--- src/design/linear_diophantine_solver_defines.svh ---
// Assertion macros shared by the solver's RTL.
`ifndef LINEAR_DIOPHANTINE_SOLVER_DEFINES_SVH
`define LINEAR_DIOPHANTINE_SOLVER_DEFINES_SVH

// Implication checked in the same cycle, disabled while reset is high.
`define LDS_ASSERT_SAME(label, clk, rst, ante, cons, msg) \
  label: assert property (@(posedge clk) disable iff (rst) (ante) |-> (cons)) \
    else $error(msg);

// Implication checked in the following cycle, disabled while reset is high.
`define LDS_ASSERT_NEXT(label, clk, rst, ante, cons, msg) \
  label: assert property (@(posedge clk) disable iff (rst) (ante) |=> (cons)) \
    else $error(msg);

`endif

--- src/design/ldsolve_pkg.sv ---
`default_nettype none

package ldsolve_pkg;

  // Numerator and denominator choice for the shared divider.
  typedef enum logic [1:0] {
    DIV_EUCLID,
    DIV_C,
    DIV_B,
    DIV_A
  } div_sel_t;

  // Operand choice for the shared multiplier.
  typedef enum logic [1:0] {
    MUL_X,
    MUL_Y,
    MUL_SX,
    MUL_SY
  } mul_sel_t;

  // Register update performed by the datapath in a given cycle.
  typedef enum logic [3:0] {
    WR_NONE,
    WR_QR,
    WR_X,
    WR_Y,
    WR_E,
    WR_SX,
    WR_SY,
    WR_SOLX,
    WR_SOLY
  } wr_sel_t;

  typedef struct packed {
    logic     load_in;
    logic     div_start;
    div_sel_t div_sel;
    logic     mul_en;
    mul_sel_t mul_sel;
    wr_sel_t  wr;
    logic     out_load;
  } ldsolve_cmd_t;

  typedef struct packed {
    logic rb_zero;
    logic ra_zero;
    logic div_done;
  } ldsolve_stat_t;

endpackage

`default_nettype wire

--- src/design/ldsolve_ctrl.sv ---
`default_nettype none
`include "linear_diophantine_solver_defines.svh"

module ldsolve_ctrl
  import ldsolve_pkg::*;
(
  input  wire logic          clk,
  input  wire logic          rst,
  input  wire logic          in_valid,
  output logic               in_ready,
  output logic               out_valid,
  input  wire logic          out_ready,
  output ldsolve_cmd_t       cmd,
  input  wire ldsolve_stat_t stat
);

  localparam logic [3:0] S_IDLE  = 4'd0;
  localparam logic [3:0] S_CHECK = 4'd1;
  localparam logic [3:0] S_DIVW  = 4'd2;
  localparam logic [3:0] S_MULX  = 4'd3;
  localparam logic [3:0] S_MULY  = 4'd4;
  localparam logic [3:0] S_UPDY  = 4'd5;
  localparam logic [3:0] S_FIN   = 4'd6;
  localparam logic [3:0] S_DIVC  = 4'd7;
  localparam logic [3:0] S_DIVB  = 4'd8;
  localparam logic [3:0] S_DIVA  = 4'd9;
  localparam logic [3:0] S_MULSX = 4'd10;
  localparam logic [3:0] S_MULSY = 4'd11;
  localparam logic [3:0] S_SOLY  = 4'd12;
  localparam logic [3:0] S_DONE  = 4'd13;

  logic [3:0] state, state_next;
  logic       slot_free;
  logic       accepted;
  logic       div_wait;

  assign in_ready  = (state == S_IDLE);
  assign slot_free = !out_valid || out_ready;
  assign accepted  = in_valid && in_ready;
  assign div_wait  = (state == S_DIVW) || (state == S_DIVC) ||
                     (state == S_DIVB) || (state == S_DIVA);

  always_comb begin
    state_next    = state;
    cmd           = '0;
    cmd.div_sel   = DIV_EUCLID;
    cmd.mul_sel   = MUL_X;
    cmd.wr        = WR_NONE;
    case (state)
      S_IDLE: begin
        if (in_valid) begin
          cmd.load_in = 1'b1;
          state_next  = S_CHECK;
        end
      end
      S_CHECK: begin
        if (stat.rb_zero) begin
          state_next = S_FIN;
        end else begin
          cmd.div_start = 1'b1;
          state_next    = S_DIVW;
        end
      end
      S_DIVW: begin
        if (stat.div_done) begin
          cmd.wr     = WR_QR;
          state_next = S_MULX;
        end
      end
      S_MULX: begin
        cmd.mul_en = 1'b1;
        state_next = S_MULY;
      end
      S_MULY: begin
        cmd.mul_en  = 1'b1;
        cmd.mul_sel = MUL_Y;
        cmd.wr      = WR_X;
        state_next  = S_UPDY;
      end
      S_UPDY: begin
        cmd.wr     = WR_Y;
        state_next = S_CHECK;
      end
      S_FIN: begin
        if (stat.ra_zero) begin
          state_next = S_DONE;
        end else begin
          cmd.div_start = 1'b1;
          cmd.div_sel   = DIV_C;
          state_next    = S_DIVC;
        end
      end
      S_DIVC: begin
        if (stat.div_done) begin
          cmd.wr        = WR_E;
          cmd.div_start = 1'b1;
          cmd.div_sel   = DIV_B;
          state_next    = S_DIVB;
        end
      end
      S_DIVB: begin
        if (stat.div_done) begin
          cmd.wr        = WR_SX;
          cmd.div_start = 1'b1;
          cmd.div_sel   = DIV_A;
          state_next    = S_DIVA;
        end
      end
      S_DIVA: begin
        if (stat.div_done) begin
          cmd.wr     = WR_SY;
          state_next = S_MULSX;
        end
      end
      S_MULSX: begin
        cmd.mul_en  = 1'b1;
        cmd.mul_sel = MUL_SX;
        state_next  = S_MULSY;
      end
      S_MULSY: begin
        cmd.mul_en  = 1'b1;
        cmd.mul_sel = MUL_SY;
        cmd.wr      = WR_SOLX;
        state_next  = S_SOLY;
      end
      S_SOLY: begin
        cmd.wr     = WR_SOLY;
        state_next = S_DONE;
      end
      S_DONE: begin
        if (slot_free) begin
          cmd.out_load = 1'b1;
          state_next   = S_IDLE;
        end
      end
      default: state_next = S_IDLE;
    endcase
  end

  always_ff @(posedge clk) begin
    if (rst) begin
      state     <= S_IDLE;
      out_valid <= 1'b0;
    end else begin
      state <= state_next;
      if (cmd.out_load) begin
        out_valid <= 1'b1;
      end else if (out_ready) begin
        out_valid <= 1'b0;
      end
    end
  end

  `LDS_ASSERT_NEXT(a_accept_leaves_idle, clk, rst, accepted, !in_ready, "still idle")
  `LDS_ASSERT_SAME(a_load_into_free_slot, clk, rst, cmd.out_load, slot_free, "lost result")
  `LDS_ASSERT_NEXT(a_load_sets_valid, clk, rst, cmd.out_load, out_valid, "result not shown")
  `LDS_ASSERT_SAME(a_done_while_waiting, clk, rst, stat.div_done, div_wait, "stray done")

endmodule

`default_nettype wire

--- config.mk ---
export PLATFORM = sky130hd
export DESIGN_NAME = ldsolve_ctrl
export DESIGN_NICKNAME = d
export VERILOG_FILES = /design/src/design/ldsolve_pkg.sv /design/src/design/ldsolve_ctrl.sv
export VERILOG_INCLUDE_DIRS = /design/src /design/src/design
export SDC_FILE = /design/constraint.sdc
export NUM_CORES = 1
export LEC_CHECK = 0
export BUFFER_PORTS_ARGS = -buffer_cell sky130_fd_sc_hd__clkbuf_2
export CAP_MARGIN = 20
export CORE_ASPECT_RATIO = 1.2
export CORE_MARGIN = 1.5
export CORE_UTILIZATION = 34
export CTS_CLUSTER_DIAMETER = 50
export DETAILED_ROUTE_END_ITERATION = 8
export GPL_ROUTABILITY_DRIVEN = 0
export HOLD_SLACK_MARGIN = 0.05
export PLACE_DENSITY = 0.66
export SETUP_SLACK_MARGIN = 0.3
export SLEW_MARGIN = 10
export SYNTH_ARGS = -nofsm -noshare
export SYNTH_HDL_FRONTEND = slang
export SYNTH_SLANG_ARGS = --single-unit
--- constraint.sdc ---
create_clock -name clk -period 1.4 [get_ports clk]
set_clock_uncertainty 0.15 [all_clocks]
set_input_delay 0.07 -clock clk [delete_from_list [all_inputs] [get_ports clk]]
set_output_delay 0.07 -clock clk [all_outputs]
set_load 0.02 [all_outputs]
Yosys cells after proc, flatten, opt, wreduce, memory -nomap -nowiden
Index checks and enable logic that the tools add are counted.
- register bits: 5
- input port bits: 7
- output and inout bits: 14
- word-level logic and storage cells: 55
- equality and inequality tests: 19
- mux-type cells: 28
- reductions and logical operators: 6
- operators with widths (kind ; count):
    case mux 4 bit (14 select lines) ; 1
    case mux 4 bit (8 select lines) ; 1
    2-to-1 mux 4 bit ; 7
    equality test 4 bit (second input constant) ; 6
    2-to-1 mux 3 bit ; 7
    equality test 4 x 3 -> 1 bit (second input constant) ; 4
    inequality test 2 bit (second input constant) ; 6
    case mux 2 bit (3 select lines) ; 2
    2-to-1 mux 1 bit ; 9
    equality test 4 x 2 -> 1 bit (second input constant) ; 2
    AND reduction 6 bit ; 1
    equality test 4 x 1 -> 1 bit (second input constant) ; 1
    zero test 4 bit ; 1
    case mux 1 bit (4 select lines) ; 1
    OR reduction 4 bit ; 1
    nonzero test 2 bit ; 1
    zero test 1 bit ; 1
    logical OR 1 bit ; 1

Depth between registers and ports, before layout
- word-level depth: 5
- gate-level depth with buffers: 6
- gate-level depth less buffers: 4

Least setup slack after synthesis
Ideal clock, no wire load.
- path kind: reg-to-reg
- from: register state[3]
- to: register state[3]
- library setup time: 130 ps
- arrival: 1684 ps
- data required time: 1120 ps
- path slack: -565 ps
- cell stages (with the launch flop): 6
- path through: dfxtp_1 buf_6 nor4_1 o2bb2ai_1 or2_4 o31ai_1
- cells in the longest elaborated chain, start to end: 3
- elaborated cells on any way between the ends: 22
- those cells by class: eq/ne (19); mux (1); reduce/logical (2)
- RTL lines (what ; line ; RTL):
    from (decl) ; ldsolve_ctrl.sv:32 ; logic [3:0] state, state_next;
    from (signal assigned) ; ldsolve_ctrl.sv:145 ; state <= state_next;
    zero test 4 bit (*) ; - ;
    via in_ready ; ldsolve_ctrl.sv:10 ; output logic in_ready,
    inequality test 2 bit (no source line) ; - ;
    AND reduction 6 bit (no source line) ; - ;
Mark *: on every way through the listed nets, which the timed path passes. The rest lies on a longest branch.
A chain may end at the register's enable or synchronous reset.

==> out/qor.yml <==
run_status:
  status: "complete, but fails checks"
  violations: "negative setup slack"
layout:
  antennaDiodeCount: 0
  areaGrowthSynthToFinish_pct: 151
  drive_gt1_frac: 0.739
  fin_nets: 150
  final_area_um2: 1450
  final_util: 0.903
  finalNonFillerCells: 160
setup_path:
  critical_path_class: "flop to output port"
  timing.rr.start: "state[3]$_SDFFE_PP0P_"
  rr_worst_depth: 5
  arrival_ps: 1480
  crit_path_start_kind: "flop"
  r2r_slack_ps: -290
  end_kind: "output port"
  critPathRequiredTime_ps: 1180
  critical_path.max_fanout: 9
  r2r_end: "state[2]$_SDFFE_PP0P_"
drt:
  drc: 0
  first_pass_iters: 4
  drt_iter0_drc: 57
  dr_total_vias: 960
  detail_route.wl_per_cell_um: 20.3
  viasPerCell: 6.00
  ant_nets: 0
  wirelength_mm: 3.25
global_routing:
  grtUsageMet2: 0.524
  overflow: 0
  grt_pass1_vias: 845
  globalRouteMet1Util: 0.345
  grtUsageTotal: 0.302
  grtUsageMet3: 0.107
  antenna_found_initial: 0
  top_usage_layer: "met2"
  grt_pass1_wl_mm: 3.97
  grt_start_max_net_pins: 12
sta:
  rsz0062_at_grt: "yes"
  setup_violations: 17
  worstMarginPinSlew_ps: 382
  hold_viol_final: 0
  hold-worst-slack_ps: 141
  fin_crit_sh: 1.21
  drv_slew: 0
  worst_slack_ps: -299
  relSlewSlack: 0.743
  fmax_mhz: 589
  finalCriticalPeriod_ps: 1700
  tns_ps: -3520
min_path:
  hp-start: "out_ready"
  hold_path_end: "out_valid$_SDFFE_PP0P_"
  hold_path.class: "input port to flop"
  hold_depth: 4
clocking:
  cts_tree: "built"
  cts.path.max_buffers: 2
  cts_buffers: 3
  root_buffer: "clkbuf_4"
  clk_pin_slew_ps: 60
  clock_sinks: 5
  cts.htree.levels: 1
  insertion_delay_ps: 260
synthesis:
  ys_seq_elements: 5
  netlist_area_um2: 576
  yosys.area.top_type: "dfxtp_1"
  syn_nets: 87
  syn_avg_cell_area_um2: 7.19
  yosys-top-cells-area: "dfxtp_1, nand2b_1, nor2b_1"
  yosysTopAreaCellShare: 0.174
  yosys_warnings: 0
  yosysUniqueCellTypes: 35
  syn_inst: 80
  ys_seq_area_frac: 0.174
placement:
  dp_cells: 132
  post_dp_cell_area_um2: 912
  io_buffers: 20
  place_hpwl_mm: 1.32
  pre_cts_ws_ps: -241
power_and_ir_drop:
  p_leak_nw: 0.616
  worst_ir_drop_vdd_v: 0.00126
  power.density_nw_per_um2: 1660
  power_mw: 2.41
die:
  die_h_um: 48.1
  pin_count: 21
  core_um2: 1600
  die_area_um2: 1950
  die_w_um: 40.6
  rows: 16
  initial_core_util: 0.359
run:
  drv_cap: 0
## layer usage
layer,vias to the layer above,part of all wire
met5,-,0
met4,0,0.041
met3,16,0.083
met2,68,0.51
met1,453,0.36
li1,423,-
## power by group
group	total, mW	internal [mW]	switching, mW
registers	0.300	0.196	0.104
clock network	0.187	0.105	0.0826
logic	1.92	1.04	0.883
total	2.41	1.34	1.07
## worst max-delay path by stage
stage                               start                    end  slack, ps  cells after the start
floorplan           state[0]$_SDFFE_PP0P_  state[3]$_SDFFE_PP0P_       -170                      5
global placement    state[0]$_SDFFE_PP0P_  state[3]$_SDFFE_PP0P_       -220                      4
detailed placement  state[2]$_SDFFE_PP0P_  state[3]$_SDFFE_PP0P_       -240                      4
CTS                 state[0]$_SDFFE_PP0P_                cmd[10]       -290                      5
global route        state[0]$_SDFFE_PP0P_                 cmd[1]       -330                      6
finish              state[0]$_SDFFE_PP0P_                 cmd[1]       -300                      6
## cell usage in the layout, fill, tap and decap left out, types with 3 or more instances in the layout
| master | instances |
|---|---|
| a21oi_2 | 4 |
| buf_4 | 30 |
| buf_6 | 11 |
| buf_8 | 9 |
| clkbuf_2 | 7 |
| clkbuf_4 | 3 |
| clkbuf_8 | 4 |
| dfxtp_4 | 4 |
| dlygate4sd3_1 | 3 |
| inv_1 | 3 |
| nand2b_4 | 3 |
| nand3_1 | 3 |
| nor2_1 | 3 |
| nor2b_1 | 3 |
| o21ai_0 | 3 |
## logic make-up after synthesis
group | Yosys count | synth area share
flip-flops | 5 | 0.174
AO/OA/AOI/OAI | 29 | 0.372
AND/OR/NAND/NOR | 34 | 0.348
XOR/XNOR | 1 | 0.0152
buffers and inverters | 11 | 0.0913
## worst max-delay path: stages (launching register included)
cell and delay [ps]:
dfxtp_4 390, buf_8 150, nand2_2 60, a21bo_2 230, a32oi_2 160, o22ai_2 90, clkbuf_8 150
## repair_timing
item / CTS / global route
hold endpoints to repair: 4 / 0
hold buffers: 3 / 0
cloned: 1 / 0
resized for setup: 62 / 27
setup endpoints to repair: 18 / 18
pin swaps: 7 / 7
buffers inserted: 11 / 9
## cell usage after synthesis
| library cell | count |
|---|---|
| o31a_1 | 1 |
| a21boi_1 | 1 |
| or2_2 | 1 |
| nand4b_1 | 2 |
| o32a_1 | 1 |
| nand2_1 | 4 |
| a21o_1 | 2 |
| nand3_1 | 3 |
| buf_2 | 3 |
| xnor2_1 | 1 |
| a21bo_2 | 1 |
| a32oi_1 | 1 |
| or4b_4 | 1 |
| nor3_1 | 1 |
| or2_4 | 1 |
| a31oi_4 | 1 |
| nor2_1 | 6 |
| o31ai_1 | 1 |
| o311ai_1 | 1 |
| nor2b_1 | 5 |
| or3b_2 | 1 |
| a21oi_1 | 6 |
| clkbuf_1 | 3 |
| o22ai_1 | 4 |
| o21ai_0 | 4 |
| buf_6 | 1 |
| o2bb2ai_1 | 1 |
| o32ai_1 | 2 |
| and2_1 | 2 |
| nor4_1 | 2 |
| dfxtp_1 | 5 |
| nand2b_1 | 5 |
| inv_1 | 4 |
| a22oi_1 | 1 |
| o21bai_1 | 1 |
## cell type report
type / instances / area [um2]
Fill cell: 67 / 155
Tap cell: 18 / 22.5
Sequential cell: 5 / 115
Clock buffer: 3 / 22.5
Clock inverter: 1 / 5.00
Multi-Input combinational cell: 64 / 632
Timing Repair Buffer: 65 / 632
Inverter: 4 / 17.5
## sequential cells by signal (all words and copies together) (netlist names)
name	flops
out_valid	1
state	4
No activity file was read; power rests on OpenSTA's default activity.
